[config.mk]
export PLATFORM = sky130hd
export DESIGN_NAME = four_channel_audio_mixer_top
export DESIGN_NICKNAME = d
export VERILOG_FILES = /design/src/sv/amix_pkg.sv /design/src/sv/four_channel_audio_mixer_top.sv /design/src/sv/amix_chan_unit.sv
export SDC_FILE = /design/constraint.sdc
export NUM_CORES = 1
export LEC_CHECK = 0
export ABC_AREA = 0
export BUFFER_PORTS_ARGS = -buffer_cell sky130_fd_sc_hd__buf_4
export CAP_MARGIN = 20
export CORE_ASPECT_RATIO = 0.75
export CORE_MARGIN = 4
export CORE_UTILIZATION = 30
export CTS_BUF_LIST = sky130_fd_sc_hd__clkbuf_8
export CTS_CLUSTER_DIAMETER = 200
export DETAILED_ROUTE_END_ITERATION = 8
export PLACE_DENSITY = 0.51
export SLEW_MARGIN = 20
export SYNTH_ARGS = -nofsm -noshare
export SYNTH_HDL_FRONTEND = slang
export SYNTH_SLANG_ARGS = --single-unit
[constraint.sdc]
create_clock -name clk -period 10.45 [get_ports clk]
set_clock_uncertainty 0.2 [all_clocks]
set_input_delay 0 -clock clk [delete_from_list [all_inputs] [get_ports clk]]
set_output_delay 0 -clock clk [all_outputs]
set_load 0.005 [all_outputs]
[src/sv/amix_pkg.sv]
package amix_pkg;

  localparam int CH_N     = 4;
  localparam int CH_IDX_W = 2;

  typedef logic [7:0]         sample_t;   // unsigned, offset 128
  typedef logic [6:0]         vol_t;      // 0..64, larger codes clamp
  typedef logic signed [15:0] filt_t;     // filter state and output
  typedef logic signed [16:0] scaled_t;   // filt * vol / 64
  typedef logic signed [17:0] mix_t;      // sum of two scaled channels

  localparam vol_t FULL_VOL = 7'd64;

  // Control from sequencer to channel unit
  typedef struct packed {
    logic filt_en;    // capture filter result
  } chan_ctrl_t;

endpackage

[src/sv/four_channel_audio_mixer_top.sv]
// Channel  Signals                                   Payload
// -------  ----------------------------------------  ------------------------------------
// in       in_valid / in_ready                       sample_zero..three, volume_zero..three
// out      out_valid / out_ready                     left_out, right_out, advance_cycles
// cfg      cfg_valid / cfg_ready (always ready)      cfg_data (clock_delta, 8.16)
//
// A word passes the idle state that accepts it, a filter and a scale state per channel
// through the one shared filter/multiply unit over 4 channels, and the output state
// that saturates into the output register; no new word is taken until the sequencer
// is back in idle. rst (synchronous) clears filter state, phase and out_valid and
// reloads clock_delta. A word may be taken while a frame waits; its frame then stalls
// the output step, in_ready low, until the output register frees.
module four_channel_audio_mixer_top import amix_pkg::*; (
  input  logic               clk,
  input  logic               rst,
  input  logic               in_valid,
  output logic               in_ready,
  input  sample_t            sample_zero,
  input  sample_t            sample_one,
  input  sample_t            sample_two,
  input  sample_t            sample_three,
  input  vol_t               volume_zero,
  input  vol_t               volume_one,
  input  vol_t               volume_two,
  input  vol_t               volume_three,
  output logic               out_valid,
  input  logic               out_ready,
  output logic signed [15:0] left_out,
  output logic signed [15:0] right_out,
  output logic [7:0]         advance_cycles,
  input  logic               cfg_valid,
  output logic               cfg_ready,
  input  logic [23:0]        cfg_data
);

  typedef enum logic [3:0] {
    S_IDLE  = 4'b0001,
    S_FILT  = 4'b0010,
    S_SCALE = 4'b0100,
    S_OUT   = 4'b1000
  } state_t;

  state_t               state, state_next;
  logic [CH_IDX_W-1:0]  ch;
  logic [23:0]          clock_delta;
  logic [15:0]          phase_fraction;
  logic [7:0]           advance;
  filt_t                fmem [CH_N];
  sample_t              samp [CH_N];
  vol_t                 vols [CH_N];
  mix_t                 acc_l, acc_r;
  logic [24:0]          phase_sum;
  logic                 in_acc, out_free;
  chan_ctrl_t           ctrl;
  filt_t                filt;
  scaled_t              scaled;
  logic signed [15:0]   sat_l, sat_r;

  assign in_ready  = (state == S_IDLE);
  assign cfg_ready = 1'b1;
  assign in_acc    = in_valid && in_ready;
  assign out_free  = !out_valid || out_ready;
  assign phase_sum = {9'd0, phase_fraction} + {1'b0, clock_delta};
  assign ctrl.filt_en = (state == S_FILT);

  amix_chan_unit u_chan (
    .clk     (clk),
    .ctrl    (ctrl),
    .sample  (samp[ch]),
    .old_val (fmem[ch]),
    .volume  (vols[ch]),
    .filt    (filt),
    .scaled  (scaled)
  );

  // saturate mixes to 16 bits
  always_comb begin
    if (acc_l > 18'sd32767)       sat_l = 16'sh7FFF;
    else if (acc_l < -18'sd32768) sat_l = 16'sh8000;
    else                          sat_l = acc_l[15:0];
    if (acc_r > 18'sd32767)       sat_r = 16'sh7FFF;
    else if (acc_r < -18'sd32768) sat_r = 16'sh8000;
    else                          sat_r = acc_r[15:0];
  end

  always_comb begin
    state_next = state;
    unique case (state)
      S_IDLE:  if (in_acc) state_next = S_FILT;
      S_FILT:  state_next = S_SCALE;
      S_SCALE: state_next = (ch == CH_IDX_W'(CH_N - 1)) ? S_OUT : S_FILT;
      S_OUT:   if (out_free) state_next = S_IDLE;
      default: state_next = S_IDLE;
    endcase
  end

  always_ff @(posedge clk) begin
    if (rst) begin
      state          <= S_IDLE;
      ch             <= '0;
      clock_delta    <= 24'd4842693;
      phase_fraction <= '0;
      out_valid      <= 1'b0;
      for (int i = 0; i < CH_N; i++) fmem[i] <= '0;
    end else begin
      state <= state_next;
      if (cfg_valid && cfg_ready) clock_delta <= cfg_data;
      if (in_acc) begin
        ch             <= '0;
        phase_fraction <= phase_sum[15:0];
      end
      if (state == S_SCALE) begin
        fmem[ch] <= filt;
        ch       <= ch + CH_IDX_W'(1);
      end
      if (state == S_OUT && out_free) out_valid <= 1'b1;
      else if (out_valid && out_ready) out_valid <= 1'b0;
    end
  end

  // payload registers
  always_ff @(posedge clk) begin
    if (in_acc) begin
      samp[0] <= sample_zero;
      samp[1] <= sample_one;
      samp[2] <= sample_two;
      samp[3] <= sample_three;
      vols[0] <= volume_zero;
      vols[1] <= volume_one;
      vols[2] <= volume_two;
      vols[3] <= volume_three;
      advance <= (phase_sum[24]) ? 8'hFF : phase_sum[23:16];
      acc_l   <= '0;
      acc_r   <= '0;
    end
    if (state == S_SCALE) begin
      // odd channels to the right
      if (ch[0]) acc_r <= acc_r + 18'(scaled);
      else       acc_l <= acc_l + 18'(scaled);
    end
    if (state == S_OUT && out_free) begin
      left_out       <= sat_l;
      right_out      <= sat_r;
      advance_cycles <= advance;
    end
  end

  a_accept_starts : assert property (@(posedge clk) disable iff (rst)
    in_acc |=> (state == S_FILT) && (ch == '0))
    else $error("accepted word did not start at channel 0");

  a_last_chan_out : assert property (@(posedge clk) disable iff (rst)
    (state == S_SCALE) && (ch == CH_IDX_W'(CH_N - 1)) |=> (state == S_OUT))
    else $error("sequencer did not reach output after last channel");

  a_hold_blocked : assert property (@(posedge clk) disable iff (rst)
    (state == S_OUT) && out_valid && !out_ready |=> (state == S_OUT) && out_valid)
    else $error("pending result overrun");

endmodule

[src/sv/amix_chan_unit.sv]
// Shared channel arithmetic: one-pole filter, then volume scaling.
module amix_chan_unit import amix_pkg::*; (
  input  logic       clk,
  input  chan_ctrl_t ctrl,
  input  sample_t    sample,
  input  filt_t      old_val,
  input  vol_t       volume,
  output filt_t      filt,
  output scaled_t    scaled
);

  logic signed [15:0] s_in;
  logic signed [21:0] acc;
  logic signed [21:0] acc_b;
  filt_t              filt_next;
  vol_t               vol_c;
  logic signed [23:0] prod;
  logic signed [23:0] prod_b;

  // (x - 128) * 256: flip the offset bit, shift up a byte
  assign s_in = $signed({sample ^ 8'h80, 8'h00});

  // in + 31*old, then /32 towards zero
  always_comb begin
    acc       = 22'(s_in) + (22'(old_val) <<< 5) - 22'(old_val);
    acc_b     = acc[21] ? acc + 22'sd31 : acc;
    filt_next = 16'(acc_b >>> 5);
  end

  always_ff @(posedge clk) begin
    if (ctrl.filt_en) begin
      filt <= filt_next;
    end
  end

  // filt * vol / 64 towards zero
  always_comb begin
    vol_c  = (volume > FULL_VOL) ? FULL_VOL : volume;
    prod   = 24'(filt) * $signed({17'd0, vol_c});
    prod_b = prod[23] ? prod + 24'sd63 : prod;
    scaled = 17'(prod_b >>> 6);
  end

endmodule
---- Word-level counts from Yosys, hierarchy flattened ----
Memory sizes are Yosys's and may differ from the RTL's. A register that Yosys moved wholly into a read port is not among the register bits.
Index checks and enable logic that the tools add are counted.
word-level totals
  input bits .............................. 89
  bits in writable memories ............... 124
  output and inout bits ................... 43
  memories ................................ 3
  latch bits .............................. 0
  memory bits (read-only) ................. 0
  word-level logic and storage cells ...... 81
  register bits after elaboration ......... 147
memories
  memory  words  width  rd ports  clocked after Yosys merged registers in  wr ports  line                                source
  fmem    4      16     1         1                                        4         four_channel_audio_mixer_top.sv:48  filt_t fmem [CH_N];
  samp    4      8      1         1                                        4         four_channel_audio_mixer_top.sv:49  sample_t samp [CH_N];
  vols    4      7      1         1                                        4         four_channel_audio_mixer_top.sv:50  vol_t vols [CH_N];
cells by class
  equality and inequality tests ........... 7
  reductions and logical operators ........ 9
  $add $sub $neg .......................... 8
  $mul .................................... 1
  shifts and indexed selects .............. 0
  muxes and demuxes ....................... 35
  $lt $le $gt $ge ......................... 5
  bitwise logic cells ..................... 1
  div/mod/pow operators ................... 0
operator list
  kind                                                   count
  2-to-1 mux 18 bit                                      6
  2-to-1 mux 16 bit                                      3
  adder 18 x 17 -> 18 bit                                2
  > comparator 18 x 16 -> 1 bit (second input constant)  2
  < comparator 18 x 16 -> 1 bit (second input constant)  2
  adder 16 x 24 -> 25 bit                                1
  multiplier 16 x 8 -> 24 bit                            1
  adder 23 x 7 -> 23 bit (second input constant)         1
  2-to-1 mux 23 bit                                      1
  adder 16 x 21 -> 22 bit                                1
  subtractor 22 x 16 -> 22 bit                           1
  adder 21 x 6 -> 21 bit (second input constant)         1
  2-to-1 mux 21 bit                                      1
  2-to-1 mux 2 bit                                       9
  case mux 4 bit (4 select lines)                        1
  OR reduction 16 bit                                    1
  2-to-1 mux 4 bit                                       3
  2-to-1 mux 1 bit                                       10
  > comparator 7 bit (second input constant)             1
  2-to-1 mux 7 bit                                       1
  equality test 4 x 1 -> 1 bit (second input constant)   1
  equality test 4 x 2 -> 1 bit (second input constant)   1
  equality test 4 x 3 -> 1 bit (second input constant)   1
  equality test 4 bit (second input constant)            1
  other kinds (10)                                       13

---- Longest topological paths before layout ----
  depth after elaboration ................. 8
  gate-level depth with buffers ........... 39
  depth with buffers taken out ............ 36

---- Modules after synthesis ----
Synthesis repeated with hierarchy kept, for this count alone.
second synthesis, totals
  cell total of the unflattened synthesis .. 1946
  area, all modules ....................... 19605.1 sq um
modules (own cells, without submodules)
  module                        instances  sequential area each (sq um)  area an instance (sq um)  cells an instance
  four_channel_audio_mixer_top  1          6866.6                        12548.3                   1118
  amix_chan_unit                1          480.5                         7056.8                    828

---- Least setup slack after synthesis ----
Ideal clock, no wire load.
  kind .................................... flip-flop to flip-flop
  from .................................... reg (tool-made name)
  to ...................................... reg acc_l[16]
  library setup time ...................... 62 ps
  data required time ...................... 10188 ps
  arrival ................................. 8436 ps
  cell stages (with the launch flop) ...... 36
  buffers on the path ..................... 3
  clock period less this slack ............ 8698 ps
  path slack .............................. 1752 ps
  path through ............................ dfxtp_1 -> buf_6 -> mux4_2 -> clkbuf_1 -> nor2b_1 -> clkbuf_1 -> nand2_1 -> fa_1 -> inv_1 -> fa_1 -> fa_1 -> inv_1 -> fa_1 -> inv_1 -> ha_1 -> and3_1 -> a22o_1 -> o21ba_2 -> o21ba_2 -> o2111a_1 -> nor3_1 -> or2_2 -> nor2_1 -> xor2_1 -> ha_1 -> nor2b_1 -> o21ai_0 -> a21boi_0 -> o21ai_0 -> a21boi_0 -> o2111ai_1 -> nand4_1 -> o211ai_1 -> o21ai_0 -> or4_1 -> nand3_1
RTL lines
  what                    line                                 source
  end signal: assignment  four_channel_audio_mixer_top.sv:139  else acc_l <= acc_l + 18'(scaled);
  end: declaration        four_channel_audio_mixer_top.sv:51   mix_t acc_l, acc_r;

==> results.yml <==
floorplan:
  die_area_um2: 68700
  io_pins: 132
  initial_utilization_pct: 30.3
  die_y_um: 228
  dieWidth_um: 301
  coreArea_um2: 63800
  fp-row-count: 80
cts:
  cts_buffers: 49
  root_buffer: "clkbuf_8"
  cts_setup_buffers: 0
  h-tree-depth: 2
  clkLatencyLatePin_ns: 0.64
  path_clk_slew_ns: 0.06
  clk_path_buf_depth: 3
  cts_tree: "yes"
  clkSinkCount: 273
sta:
  finalHoldViolCount: 0
  tightest_slew_ns: 1.09
  final_min_period_over_clock_period_pct: 93.0
  fin_crit_ns: 9.72
  setup_violations: 0
  max_freq_mhz: 103
  slew_violations: 0
  fin_tns_setup_ns: 0
  rsz0062_at_grt: "no"
  max-slew-margin-rel_pct: 26.8
power_and_ir_drop:
  powerDensity_nw_per_um2: 174
  power_frac_clock_pct: 25.8
  power_frac_comb_pct: 44.7
  irDropWorstVdd_uv: 77.3
  p_int_mw: 2.60
  swShare_pct: 38.6
  pwr-share-seq_pct: 29.5
  leakage_nw: 10.3
  netSwitchingPower_mw: 1.64
detailed_routing:
  firstDrtPassIters: 8
  drt_iter0_markers: 900
  routedWlPerCell_um: 15.3
  remaining_drc_errors: 0
  wirelength_um: 48500
  via_count: 15000
  via_per_inst: 4.74
  ant_nets: 0
global_route:
  grt_pass1_vias: 15500
  grt.overflow.total: 0
  grt_max_degree: 65
  grt_usage_pct: 14.4
  antenna_found_initial: 2
  grt_pass1_wl_um: 80700
synthesis:
  synth.net_count: 2253
  ys_warn_count: 0
  ys_seq_elements: 273
  synth.avg_cell_area_um2: 10.0
  synth_seq_area_share_pct: 38.0
  synthesis.area_um2: 19300
  synth_edf_count: 188
  synth_cells: 1935
  synth_flop_cell: "edfxtp_1"
  ys_types: 81
  async_reset_ff_share_pct: 0
hold_path:
  holdPathStages: 0
  hold_path_class: "reg -> reg"
final_layout:
  area_growth_pct: 26.3
  layout.nets: 2576
  fin_area_um2: 24400
  postLayoutCoreUtil_pct: 38.3
  layout-drive-gt1-share_pct: 12.7
  final_common_cell: "dlygate4sd3_1"
  final_cell_mix: "211 x dlygate4sd3_1, 204 x inv_1, 188 x edfxtp_1, 171 x nand2_1, 168 x nor2_1"
run_status:
  status: "complete, no violations"
job:
  maxCapViolCount: 0
placed_design:
  placed_cell_area_um2: 21200
  port_buffers: 130
  dpl.hpwl_um: 35000
  place.gp.congestion: 0.853
worst_setup_path:
  cp_max_fo: 21
  worstSetupPathType: "reg -> reg"
  cp_slowest_cell: "mux4_2"
  max_stage_delay_ns: 0.73
  start_kind: "flip-flop"
  cp.required_ns: 10.74
  arrival_ns: 10.01
  r2r.worst_path.cells: 34
  end_kind: "flip-flop"
-- per-layer routing --
| layer | up-vias | part of all wire, % | global-route usage [%] |
|---|---|---|---|
| li1 | 7333 | - | - |
| met1 | 7245 | 49 | 20.6 |
| met2 | 325 | 44 | 22.4 |
| met3 | 81 | 5.6 | 2.52 |
| met4 | 0 | 2.3 | 3.95 |
| met5 | - | 0 | 0 |
-- cells by family after synthesis --
group | after synthesis | share of synthesized area [%]
compound gates | 306 | 10.2
xor+xnor | 100 | 4.53
fa+ha+maj | 229 | 18.7
buf+inv | 275 | 5.44
flops | 273 | 38.0
mux | 55 | 4.91
other cells | 1 | 0.0194
simple gates | 696 | 18.2
-- path summary, 6_finish.rpt --
| check | from | endpoint | slack, ns |
|---|---|---|---|
| setup / recovery | flip-flop | acc_l[17] | 0.73 |
| hold / removal | advance[6] | advance_cycles[6] | 0.22 |
| setup reg to reg | flip-flop | acc_l[17] | 0.73 |
| hold reg to reg | advance[6] | advance_cycles[6] | 0.22 |
-- metrics by stage --
step           total power [mW]  std cells  worst slack (ns)  hold WS (ns)
5_1_grt                    4.60       3160            0.0208         0.229
2_1_floorplan              2.65       1935              1.75        -0.101
4_1_cts                    4.28       3158             0.719         0.161
3_5_place_dp               3.09       2856             0.813       -0.0205
6_report                   4.25       3160             0.732         0.218
3_3_place_gp               3.07       2856             0.988       -0.0210
-- layout make-up --
type | count | area [um2]
clock buffer | 54 | 743
fill | 6310 | 39300
inverter | 192 | 722
timing repair buffer | 355 | 3210
sequential | 273 | 7350
tap | 861 | 1080
multi-input combinational | 1387 | 11000
antenna | 1 | 2.50
clock inverter | 37 | 322
-- worst max-delay path, delay by kind of cell (launching register included) --
kind / cells / cell delay, ns
AND/OR/NAND/NOR: 7 / 1.35
XOR/XNOR: 1 / 0.26
flip-flops: 1 / 0.47
adder cells (fa/ha/maj): 6 / 2.77
buffers and inverters: 5 / 0.49
multiplexers: 3 / 1.35
AO/OA/AOI/OAI: 12 / 2.68
-- registers in the layout, indices dropped and copies added, names as in the netlist, named ones only --
| name | count |
|---|---|
| fmem | 64 |
| samp | 32 |
| vols | 28 |
| clock_delta | 24 |
| acc_l | 18 |
| acc_r | 18 |
| left_out | 16 |
| phase_fraction | 16 |
| right_out | 16 |
| u_chan.filt | 16 |
| advance | 8 |
| advance_cycles | 8 |
| state | 4 |
| ch | 2 |
| out_valid | 1 |
-- power by group through the flow --
| stage | sequential [mW] | clock (mW) | combinational [mW] |
|---|---|---|---|
| floorplan | 1.26 | 0 | 1.39 |
| global placement | 1.27 | 0 | 1.80 |
| detailed placement | 1.27 | 0 | 1.82 |
| CTS | 1.25 | 1.14 | 1.89 |
| global route | 1.26 | 1.19 | 2.15 |
| finish | 1.25 | 1.10 | 1.90 |
-- cell usage after synthesis, drive strengths merged (44+ instances only) --
cell type  count  area [um2]
a21oi        112         564
dfxtp         85        1700
o21ai         62         310
clkbuf        67         251
nor2         170         638
fa           101        2020
ha           128        1600
nand3         44         230
inv          191         717
xnor2         67         587
nand2        172         648
edfxtp       188        5650
and2         140         876
-- timing repair --
action / in CTS / in global routing
hold buffers: 211 / 0
endpoints found under the setup margin: 0 / 1
resized for setup: 0 / 1
endpoints found under the hold margin: 153 / 0
Power figures use the tool's default switching activity.
